<file path="config.mk">
export PLATFORM = sky130hd
export DESIGN_NAME = i2c_master_bit_engine_unit
export DESIGN_NICKNAME = d
export VERILOG_FILES = /design/src/rtl/i2cm_pkg.sv /design/src/rtl/i2c_master_bit_engine_unit.sv
export SDC_FILE = /design/constraint.sdc
export NUM_CORES = 1
export LEC_CHECK = 0
export ABC_AREA = 1
export BUFFER_PORTS_ARGS = -buffer_cell sky130_fd_sc_hd__buf_4
export CAP_MARGIN = 20
export CELL_PAD_IN_SITES_DETAIL_PLACEMENT = 0
export CELL_PAD_IN_SITES_GLOBAL_PLACEMENT = 2
export CORE_AREA = 2 2 152 154
export CTS_CLUSTER_SIZE = 28
export DETAILED_ROUTE_END_ITERATION = 16
export DIE_AREA = 0 0 154 156
export PLACE_DENSITY = 0.84
export SYNTH_ARGS = -nofsm -noshare
export SYNTH_HDL_FRONTEND = slang
export SYNTH_SLANG_ARGS = --single-unit
</file>
<file path="constraint.sdc">
create_clock -name clk -period 2.8 [get_ports clk]
set_clock_uncertainty 0.2 [all_clocks]
set_input_delay 0.28 -clock clk [delete_from_list [all_inputs] [get_ports clk]]
set_output_delay 0.28 -clock clk [all_outputs]
set_load 0.05 [all_outputs]
</file>
<file path="src/rtl/i2cm_pkg.sv">
// ----------------------------------------------------------------------------
// i2cm_pkg
// Shared types and constants for the I2C master bit engine.
// ----------------------------------------------------------------------------
package i2cm_pkg;

  // Width of the tick and poll counters; register values are truncated to it.
  localparam int CNT_W = 16;
  localparam int CFG_W = 16;

  // Configuration register indexes
  localparam logic [1:0] CFG_HALF_PERIOD  = 2'd0;
  localparam logic [1:0] CFG_SAMPLE_DELAY = 2'd1;
  localparam logic [1:0] CFG_ACK_TIMEOUT  = 2'd2;

  // Configuration reset values
  localparam logic [CFG_W-1:0] HALF_PERIOD_RST  = 16'd16;
  localparam logic [CFG_W-1:0] SAMPLE_DELAY_RST = 16'd8;
  localparam logic [CFG_W-1:0] ACK_TIMEOUT_RST  = 16'd250;

  typedef enum logic [2:0] {
    CMD_START    = 3'd0,
    CMD_STOP     = 3'd1,
    CMD_WRITE    = 3'd2,
    CMD_READ     = 3'd3,
    CMD_WAIT_ACK = 3'd4
  } i2cm_cmd_t;

  typedef struct packed {
    logic       cmd_valid;
    logic [2:0] command;
    logic [7:0] tx_byte;
    logic       ack_after_read;
    logic       sda_in;
  } i2cm_in_t;

  typedef struct packed {
    logic       scl_out;
    logic       sda_drive;
    logic       sda_oe;
    logic       busy_res;
    logic       done_res;
    logic [7:0] rx_byte;
    logic       ack_failed;
  } i2cm_out_t;

  // Counter load value; a zero tick count behaves as one.
  function automatic logic [CNT_W-1:0] load_ticks(input logic [CFG_W-1:0] ticks);
    logic [CNT_W-1:0] c;
    c = CNT_W'(ticks);
    if (c == '0) begin
      c = CNT_W'(1);
    end
    return c;
  endfunction

endpackage

</file>
<file path="src/rtl/i2c_master_bit_engine_unit.sv">
// The result of an accepted request (one bus tick) is registered and shows in the next cycle.
// Throughput: one request per clock; the output register is the only stage,
// and a request is taken whenever that register is empty or being drained.
// Reset (rst_n low, synchronous): bus idle high, engine idle, config
// registers back to 16 / 8 / 250 ticks, no result pending.
// ----------------------------------------------------------------------------
// i2c_master_bit_engine_unit
// I2C master bit engine. Each request is one tick: it may carry a command
// (start, stop, write byte, read byte, wait ack) and always carries the
// sampled SDA level. The engine steps its phase machine once per request and
// returns the bus drive levels and status for that tick.
// ----------------------------------------------------------------------------
module i2c_master_bit_engine_unit
  import i2cm_pkg::*;
(
  input  logic             clk,
  input  logic             rst_n,
  // configuration write port
  input  logic             cfg_we,
  input  logic [1:0]       cfg_index,
  input  logic [CFG_W-1:0] cfg_wdata,
  // tick requests
  input  logic             in_valid,
  output logic             in_stall,
  input  i2cm_in_t         in_data,
  // per-tick results
  output logic             out_valid,
  input  logic             out_stall,
  output i2cm_out_t        out_data
);

  // Drive phases of the bus sequencer
  typedef enum logic [3:0] {
    PH_IDLE, PH_ST1, PH_ST2, PH_SP1, PH_SP2, PH_FS1, PH_FS2,
    PH_WB_LOW, PH_WB_HIGH, PH_WB_TAIL, PH_RB_LOW, PH_RB_HIGH,
    PH_AK_LOW, PH_AK_HIGH, PH_WA_DELAY, PH_WA_POLL
  } phase_t;

  // Config registers
  logic [CFG_W-1:0] half_r, sample_r, timeout_r;

  // Engine state
  phase_t           phase_r,  phase_nxt;
  logic [3:0]       bit_r,    bit_nxt;
  logic [7:0]       shift_r,  shift_nxt;
  logic [CNT_W-1:0] delay_r,  delay_nxt;
  logic [CNT_W-1:0] poll_r,   poll_nxt;
  logic [7:0]       rx_r,     rx_nxt;
  logic             scl_r,    scl_nxt;
  logic             sda_r,    sda_nxt;
  logic             oe_r,     oe_nxt;
  logic             fail_r,   fail_nxt;
  logic             ackm_r,   ackm_nxt;
  logic             done_nxt;

  // Result register
  logic             out_valid_r;
  i2cm_out_t        out_data_r, out_data_nxt;

  logic             in_acc;
  logic [3:0]       bit_inc;
  logic [7:0]       shift_sl;

  // A request is taken whenever the result register is free or being taken.
  assign in_stall = out_valid_r & out_stall;
  assign in_acc   = in_valid & ~in_stall;

  assign bit_inc  = bit_r + 4'd1;
  assign shift_sl = {shift_r[6:0], 1'b0};

  // Next-state logic for one tick
  always_comb begin
    phase_nxt = phase_r;
    bit_nxt   = bit_r;
    shift_nxt = shift_r;
    delay_nxt = delay_r;
    poll_nxt  = poll_r;
    rx_nxt    = rx_r;
    scl_nxt   = scl_r;
    sda_nxt   = sda_r;
    oe_nxt    = oe_r;
    fail_nxt  = fail_r;
    ackm_nxt  = ackm_r;
    done_nxt  = 1'b0;

    if (phase_r == PH_IDLE) begin
      // New command; unknown codes leave the engine idle.
      if (in_data.cmd_valid) begin
        unique case (i2cm_cmd_t'(in_data.command))
          CMD_START: begin
            scl_nxt   = 1'b1;
            sda_nxt   = 1'b1;
            oe_nxt    = 1'b1;
            delay_nxt = load_ticks(half_r);
            phase_nxt = PH_ST1;
          end
          CMD_STOP: begin
            scl_nxt   = 1'b0;
            sda_nxt   = 1'b0;
            oe_nxt    = 1'b1;
            delay_nxt = load_ticks(half_r);
            phase_nxt = PH_SP1;
          end
          CMD_WRITE: begin
            shift_nxt = in_data.tx_byte;
            bit_nxt   = '0;
            scl_nxt   = 1'b0;
            oe_nxt    = 1'b1;
            sda_nxt   = in_data.tx_byte[7];
            delay_nxt = load_ticks(half_r);
            phase_nxt = PH_WB_LOW;
          end
          CMD_READ: begin
            shift_nxt = '0;
            bit_nxt   = '0;
            ackm_nxt  = in_data.ack_after_read;
            scl_nxt   = 1'b0;
            oe_nxt    = 1'b0;
            delay_nxt = load_ticks(half_r);
            phase_nxt = PH_RB_LOW;
          end
          CMD_WAIT_ACK: begin
            oe_nxt    = 1'b0;
            sda_nxt   = 1'b1;
            scl_nxt   = 1'b1;
            delay_nxt = load_ticks(sample_r);
            phase_nxt = PH_WA_DELAY;
          end
          default: ;
        endcase
      end
    end else if (phase_r == PH_WA_POLL) begin
      if (!in_data.sda_in) begin
        // slave acknowledged
        oe_nxt    = 1'b1;
        scl_nxt   = 1'b0;
        fail_nxt  = 1'b0;
        phase_nxt = PH_IDLE;
        done_nxt  = 1'b1;
      end else if (poll_r >= CNT_W'(timeout_r)) begin
        // timeout: run the stop sequence, flag failure at its end
        oe_nxt    = 1'b1;
        scl_nxt   = 1'b0;
        sda_nxt   = 1'b0;
        delay_nxt = load_ticks(half_r);
        phase_nxt = PH_FS1;
      end else begin
        poll_nxt = poll_r + CNT_W'(1);
      end
    end else if (delay_r > CNT_W'(1)) begin
      delay_nxt = delay_r - CNT_W'(1);
    end else begin
      delay_nxt = '0;
      unique case (phase_r)
        PH_ST1: begin
          sda_nxt   = 1'b0;
          delay_nxt = load_ticks(half_r);
          phase_nxt = PH_ST2;
        end
        PH_ST2: begin
          scl_nxt   = 1'b0;
          phase_nxt = PH_IDLE;
          done_nxt  = 1'b1;
        end
        PH_SP1: begin
          scl_nxt   = 1'b1;
          sda_nxt   = 1'b1;
          delay_nxt = load_ticks(half_r);
          phase_nxt = PH_SP2;
        end
        PH_FS1: begin
          scl_nxt   = 1'b1;
          sda_nxt   = 1'b1;
          delay_nxt = load_ticks(half_r);
          phase_nxt = PH_FS2;
        end
        PH_FS2: begin
          fail_nxt  = 1'b1;
          phase_nxt = PH_IDLE;
          done_nxt  = 1'b1;
        end
        PH_WB_LOW: begin
          scl_nxt   = 1'b1;
          delay_nxt = load_ticks(half_r);
          phase_nxt = PH_WB_HIGH;
        end
        PH_WB_HIGH: begin
          scl_nxt   = 1'b0;
          delay_nxt = load_ticks(half_r);
          phase_nxt = PH_WB_TAIL;
        end
        PH_WB_TAIL: begin
          bit_nxt   = bit_inc;
          shift_nxt = shift_sl;
          if (bit_inc >= 4'd8) begin
            phase_nxt = PH_IDLE;
            done_nxt  = 1'b1;
          end else begin
            sda_nxt   = shift_sl[7];
            delay_nxt = load_ticks(half_r);
            phase_nxt = PH_WB_LOW;
          end
        end
        PH_RB_LOW: begin
          // SCL rises; sample SDA on this tick
          scl_nxt   = 1'b1;
          shift_nxt = {shift_r[6:0], in_data.sda_in};
          delay_nxt = load_ticks(sample_r);
          phase_nxt = PH_RB_HIGH;
        end
        PH_RB_HIGH: begin
          bit_nxt = bit_inc;
          scl_nxt = 1'b0;
          if (bit_inc >= 4'd8) begin
            rx_nxt    = shift_r;
            oe_nxt    = 1'b1;
            sda_nxt   = ~ackm_r;
            delay_nxt = load_ticks(half_r);
            phase_nxt = PH_AK_LOW;
          end else begin
            delay_nxt = load_ticks(half_r);
            phase_nxt = PH_RB_LOW;
          end
        end
        PH_AK_LOW: begin
          scl_nxt   = 1'b1;
          delay_nxt = load_ticks(half_r);
          phase_nxt = PH_AK_HIGH;
        end
        PH_AK_HIGH: begin
          scl_nxt   = 1'b0;
          phase_nxt = PH_IDLE;
          done_nxt  = 1'b1;
        end
        PH_WA_DELAY: begin
          poll_nxt  = '0;
          phase_nxt = PH_WA_POLL;
        end
        default: begin
          // end of stop sequence
          phase_nxt = PH_IDLE;
          done_nxt  = 1'b1;
        end
      endcase
    end

    out_data_nxt.scl_out    = scl_nxt;
    out_data_nxt.sda_drive  = sda_nxt;
    out_data_nxt.sda_oe     = oe_nxt;
    out_data_nxt.busy_res   = (phase_nxt != PH_IDLE);
    out_data_nxt.done_res   = done_nxt;
    out_data_nxt.rx_byte    = rx_nxt;
    out_data_nxt.ack_failed = fail_nxt;
  end

  always_ff @(posedge clk) begin
    if (!rst_n) begin
      half_r      <= HALF_PERIOD_RST;
      sample_r    <= SAMPLE_DELAY_RST;
      timeout_r   <= ACK_TIMEOUT_RST;
      phase_r     <= PH_IDLE;
      bit_r       <= '0;
      shift_r     <= '0;
      delay_r     <= '0;
      poll_r      <= '0;
      rx_r        <= '0;
      scl_r       <= 1'b1;
      sda_r       <= 1'b1;
      oe_r        <= 1'b1;
      fail_r      <= 1'b0;
      ackm_r      <= 1'b0;
      out_valid_r <= 1'b0;
    end else begin
      if (cfg_we) begin
        unique case (cfg_index)
          CFG_HALF_PERIOD:  half_r    <= cfg_wdata;
          CFG_SAMPLE_DELAY: sample_r  <= cfg_wdata;
          CFG_ACK_TIMEOUT:  timeout_r <= cfg_wdata;
          default: ;
        endcase
      end
      if (in_acc) begin
        phase_r     <= phase_nxt;
        bit_r       <= bit_nxt;
        shift_r     <= shift_nxt;
        delay_r     <= delay_nxt;
        poll_r      <= poll_nxt;
        rx_r        <= rx_nxt;
        scl_r       <= scl_nxt;
        sda_r       <= sda_nxt;
        oe_r        <= oe_nxt;
        fail_r      <= fail_nxt;
        ackm_r      <= ackm_nxt;
        out_valid_r <= 1'b1;
      end else if (!out_stall) begin
        out_valid_r <= 1'b0;
      end
    end
  end

  // Result payload, loaded with each accepted tick
  always_ff @(posedge clk) begin
    if (in_acc) begin
      out_data_r <= out_data_nxt;
    end
  end

  assign out_valid = out_valid_r;
  assign out_data  = out_data_r;

endmodule

</file>
### Word-level counts from Yosys, hierarchy flattened

Cells that the tools add are included.

* flip-flop bits (word level): 124
* bits of input ports: 37
* output and inout port bits: 16
* word-level logic and storage cells: 176

* add/subtract/negate cells: 3
* order comparisons: 3
* equality and inequality tests: 32
* mux-type cells: 82
* bitwise operators: 5
* reductions and logical operators: 29

Operator list (count)
* 2-to-1 mux 16 bit: 14
* 2-to-1 mux 8 bit: 9
* 2-to-1 mux 4 bit: 12
* case mux 16 bit (3 select lines): 1
* case mux 4 bit (10 select lines): 1
* 2-to-1 mux 1 bit: 33
* equality test 4 bit (second input constant): 8
* logical NOT 16 bit: 2
* case mux 16 bit (2 select lines): 1
* case mux 8 bit (2 select lines): 2
* case mux 4 bit (5 select lines): 1
* AND reduction 6 bit: 3
* adder 16 x 1 -> 16 bit (second input constant): 1
* >= comparator 16 bit: 1
* greater-than comparator 16 x 1 -> 1 bit (second input constant): 1
* subtractor 16 x 1 -> 16 bit (second input constant): 1
* inequality test 2 bit (second input constant): 7
* equality test 4 x 3 -> 1 bit (second input constant): 3
* OR reduction 2 bit: 5
* OR reduction 9 bit: 1
* equality test 4 x 2 -> 1 bit (second input constant): 2
* case mux 1 bit (2 select lines): 4
* OR reduction 4 bit: 2
* OR reduction 7 bit: 1
* other kinds (28): 38

### Depth between registers and ports, before layout

* word-level depth: 8
* mapped depth: 17

### Worst setup path before layout

Ideal clock, no wire load.

* path type: reg-to-reg
* start: register out_valid_r, in the netlist out_valid
* end: register delay_r[10]
* setup time: 0.117 ns
* data arrival time: 2.198 ns
* required time: 2.483 ns
* slack: 0.285 ns
* stages on the path, launching flop included: 12
* buffers on the path: 1
* path through: dfxtp_1 -> nand2_1 -> inv_1 -> nor2_4 -> inv_2 -> nor3_2 -> nand2_4 -> inv_2 -> buf_6 -> nand2_1 -> nor2_1 -> nor2_1

* longest elaborated chain between the ends: 4

RTL lines
* start: declaration: RTL line i2c_master_bit_engine_unit.sv:57 `logic out_valid_r;`
* start signal: assignment: RTL line i2c_master_bit_engine_unit.sv:272 `out_valid_r <= 1'b0;`
* start signal: assignment: RTL line i2c_master_bit_engine_unit.sv:294 `out_valid_r <= 1'b1;`
* start signal: assignment: RTL line i2c_master_bit_engine_unit.sv:296 `out_valid_r <= 1'b0;`
* AND 1 bit: RTL line i2c_master_bit_engine_unit.sv:65 `assign in_stall = out_valid_r & out_stall;`
* net in_stall: RTL line i2c_master_bit_engine_unit.sv:24 `output logic in_stall,`
* inverter 1 bit: RTL line i2c_master_bit_engine_unit.sv:66 `assign in_acc = in_valid & ~in_stall;`
* AND 1 bit: RTL line i2c_master_bit_engine_unit.sv:66
* net in_acc: RTL line i2c_master_bit_engine_unit.sv:60 `logic in_acc;`
* AND reduction 5 bit (no line)
* end signal: assignment: RTL line i2c_master_bit_engine_unit.sv:286 `delay_r <= delay_nxt;`
* end: declaration: RTL line i2c_master_bit_engine_unit.sv:46 `logic [CNT_W-1:0] delay_r, delay_nxt;`

The timed path passes the listed nets, and every way through them passes these cells.
A chain may end at the register's enable or synchronous reset.

### Final worst setup path

* start: register poll_r[11]
* end: register poll_r[12]

* longest elaborated chain between the ends: 4

RTL lines
* start: declaration: RTL line i2c_master_bit_engine_unit.sv:47 `logic [CNT_W-1:0] poll_r, poll_nxt;`
* start signal: assignment: RTL line i2c_master_bit_engine_unit.sv:287 `poll_r <= poll_nxt;`
* adder 16 x 1 -> 16 bit: RTL line i2c_master_bit_engine_unit.sv:148 `poll_nxt = poll_r + CNT_W'(1);`
* 2-to-1 mux 16 bit: RTL line i2c_master_bit_engine_unit.sv:140 `end else if (poll_r >= CNT_W'(timeout_r)) begin`
* 2-to-1 mux 16 bit: RTL line i2c_master_bit_engine_unit.sv:133 `if (!in_data.sda_in) begin`
* 2-to-1 mux 16 bit: RTL line i2c_master_bit_engine_unit.sv:132 `end else if (phase_r == PH_WA_POLL) begin`

Parallel ways exist; a longest one is shown, timed or not. The select of a mux whose other input is x is not followed.

==> flow_summary_export.csv <==
group,metric,value,unit
critical_path,reg2reg_setup_slack,0.29,ns
pwr,pwr-share-seq,36.4,%
clock_tree,cts_buffers,17,
clock_tree,cts_buffer_depth,2,
placed_design,numPortBuffers,52,
finish,fin_util,40.1,%
clock_tree,cts_tree,"yes",
floorplanning,rows,55,
detailed_routing,wl_met3,718,um
detailed_routing,wire_per_inst,15.3,um
yosys,synthDominantCellAreaShare,29.5,%
detailed_routing,ant_nets,0,
placed_design,hpwl,16500,um
sta,rsz0062_at_grt,"no",
hold_path,min-delay-start,"in_data[12]",
sta,slew_viol_final,0,
sta,slew_headroom,44.8,%
global_route,antenna_found_initial,0,
yosys,synth_top_area_cell,"dfxtp_1",
pwr,clkPwrFrac,41.2,%
yosys,synth_edf_count,14,
global_route,gr-total-overflow,0,
critical_path,setup.worst_path.class,"register to register",
yosys,synth.net_count,1178,
sta,tightest_slew,0.827,ns
pwr,pwr-share-comb,22.4,%
floorplanning,dieArea,24000,um2
critical_path,cp_data_required_time,2.94,ns
run_status,run_status,"completed",
yosys,async_flop_share,0,%
yosys,ys_seq_area_share,35.1,%
pwr,swShare,31.7,%
critical_path,rr_worst_depth,11,
detailed_routing,routed_wl,22700,um
floorplanning,die_h,156,um
pwr,p_sw,1.75,mW
global_route,grt_pass1_vias,7067,
floorplanning,fp.coreArea,22400,um2
critical_path,worst_setup_path_start_kind,"register",
detailed_routing,vias_per_cell,4.93,
global_route,grt_max_degree,61,
detailed_routing,drtIter0Drc,483,
sta,max_freq,399,MHz
yosys,syn-instance-count,1121,
sta,setup_tns,0,ns
critical_path,timing.rr.end,"poll_r[12]$_SDFFE_PN0P_",
yosys,syn_avg_cell_area,6.66,um2
global_route,grt_pass1_wl,37400,um
finish,nNetsFinal,1245,
yosys,synth_warnings,0,
floorplanning,ios,53,
hold_path,hold_depth,4,
finish,area_growth,20.1,%
sta,post-route-min-period,2.51,ns
placed_design,gp_congestion,0.812,
sta,min_period_over_period,89.5,%
sta,fin_worst_hold_slack,0.0337,ns
clock_tree,path_clk_slew,0.06,ns
finish,n_antenna_cell,0,
critical_path,critPathMaxFanout,16,
yosys,synth_area_leaders,"dfxtp_1 29%, nand2_1 11%, a21oi_1 9.0%, o21ai_0 7.9%, inv_1 7.1%",
clock_tree,cts-htree-levels,4,
floorplanning,die_w,154,um
yosys,syn_area,7470,um2
clock_tree,clkSinkCount,124,
global_route,grt_usage,19.6,%
yosys,yosysMostFrequentCell,"nand2_1",
hold_path,min_path_type,"primary input to register",
critical_path,r2r-start,"poll_r[11]$_SDFFE_PN0P_",
flow_run,drv_cap,0,
yosys,synth_ff_type,"dfxtp_1",
detailed_routing,vias,7326,
pwr,ir_worst_vdd,0.000431,V
detailed_routing,route.met2.wl,10400,um
detailed_routing,drc_errors,0,
clock_tree,clock_latency,0.42,ns
finish,design_area,8970,um2
placed_design,dpl-instance-area,8140,um2
yosys,synth_cell_types,42,
pwr,power-per-cell-area,616,nW/um2
finish,layout-drive-gt1-share,12.6,%
critical_path,critPathCaptureType,"register",
detailed_routing,wl_met1,11100,um
detailed_routing,highest_layer,"met4",
hold_path,whs_endpoint,"ackm_r$_SDFFE_PN0P_",
yosys,ys_ff_latch,124,
sta,finalHoldViolCount,0,
detailed_routing,dr.pass1.iters,7,
clock_tree,clockRootBuffer,"clkbuf_16",
sta,setup_violations,0,
pwr,p_int,3.77,mW
critical_path,cp.arrival,2.65,ns
pwr,p_leak,3.83,nW
floorplanning,initial_core_util,33.4,%
yosys,yosys-top-cells-count,"214 x nand2_1, 141 x inv_1, 134 x a21oi_1",
cells in the final DEF (no fill, tap or decap), drive strengths merged, types with 3 or more instances in the layout:
cell,instances
a21oi,135
buf,75
bufinv,3
clkbuf,18
clkinv,11
dfxtp,110
dlygate4sd3,22
edfxtp,14
ha,20
inv,155
nand2,220
nand3,67
nand4,21
nor2,115
nor3,14
nor3b,3
o211ai,11
o21ai,149
o21bai,3
xnor2,4
xor2,17
how the worst max path moves through the flow:
| stage | slack, ns | depth (start not counted) | from | to |
|---|---|---|---|---|
| floorplan | 0.29 | 11 | out_valid$_SDFFE_PN0P_ | delay_r[10]$_SDFFE_PN0P_ |
| finish | 0.29 | 11 | poll_r[11]$_SDFFE_PN0P_ | poll_r[12]$_SDFFE_PN0P_ |
| global route | 0.06 | 11 | poll_r[11]$_SDFFE_PN0P_ | poll_r[12]$_SDFFE_PN0P_ |
| detailed placement | 0.21 | 12 | poll_r[11]$_SDFFE_PN0P_ | delay_r[0]$_SDFFE_PN0P_ |
| CTS | 0.20 | 12 | poll_r[11]$_SDFFE_PN0P_ | delay_r[0]$_SDFFE_PN0P_ |
| global placement | 0.26 | 12 | poll_r[11]$_SDFFE_PN0P_ | delay_r[0]$_SDFFE_PN0P_ |
state kept, by name (all words and copies together) (netlist names):
name,cells
timeout_r,16
half_r,16
fail_r,1
oe_r,1
shift_r,8
out_data,14
rx_r,8
phase_r,4
scl_r,1
out_valid,1
bit_r,4
sda_r,1
delay_r,16
poll_r,16
sample_r,16
ackm_r,1
power by group through the flow:
stage	logic (mW)	clock network, mW	registers [mW]
final	1.24	2.28	2.01
after global routing	1.41	2.41	2.03
after CTS	1.24	2.33	2.01
after detailed placement	1.21	0	2.05
after global placement	1.22	0	2.05
after floorplan	0.821	0	2.09
timing repair:
item | 4_1_cts | 5_1_grt
buffers inserted | 0 | 0
hold buffers | 22 | 0
gates resized for setup | 0 | 2
endpoints found under the setup margin | 0 | 2
hold endpoints to repair | 47 | 0
through the flow:
| step | std cells | power [mW] | worst slack (ns) |
|---|---|---|---|
| after floorplan | 1121 | 2.91 | 0.285 |
| after global placement | 1432 | 3.27 | 0.263 |
| after detailed placement | 1432 | 3.26 | 0.213 |
| after CTS | 1486 | 5.58 | 0.205 |
| after global routing | 1486 | 5.84 | 0.0642 |
| final | 1486 | 5.53 | 0.294 |
routing by layer:
layer / vias to the layer above / global-route usage, %
met4: 0 / 7.34
met5: - / 0
li1: 3827 / -
met1: 3328 / 26.7
met3: 34 / 3.14
met2: 137 / 31.4
final cells by class:
| class | count | area [um2] |
|---|---|---|
| multi-input cells | 792 | 4010 |
| fillers | 2352 | 13400 |
| clock inverters | 14 | 168 |
| clock buffers | 18 | 439 |
| well taps | 285 | 357 |
| inverters | 156 | 588 |
| flip-flops and latches | 124 | 2620 |
| repair buffers | 97 | 783 |
worst max-delay path, cell delays in order, from the launching register on:
cell	delay [ns]
dfxtp_1	0.36
ha_1	0.31
nand2_1	0.05
inv_1	0.06
nand3_1	0.06
nor3_1	0.32
nand2_1	0.16
nand4_1	0.23
nand2_2	0.12
nand2_2	0.30
nand2_1	0.09
a21oi_1	0.15
logic make-up after synthesis:
family / count (synthesis) / synth area share [%]
xor gates and xnor gates: 21 / 2.46
adders and majority gates: 20 / 3.35
buffers and inverters: 205 / 11.1
and+or+nand+nor: 442 / 25.9
DFF: 124 / 35.1
AOI/OAI and AO/OA: 309 / 22.1
No activity file was read; power rests on OpenSTA's default activity.
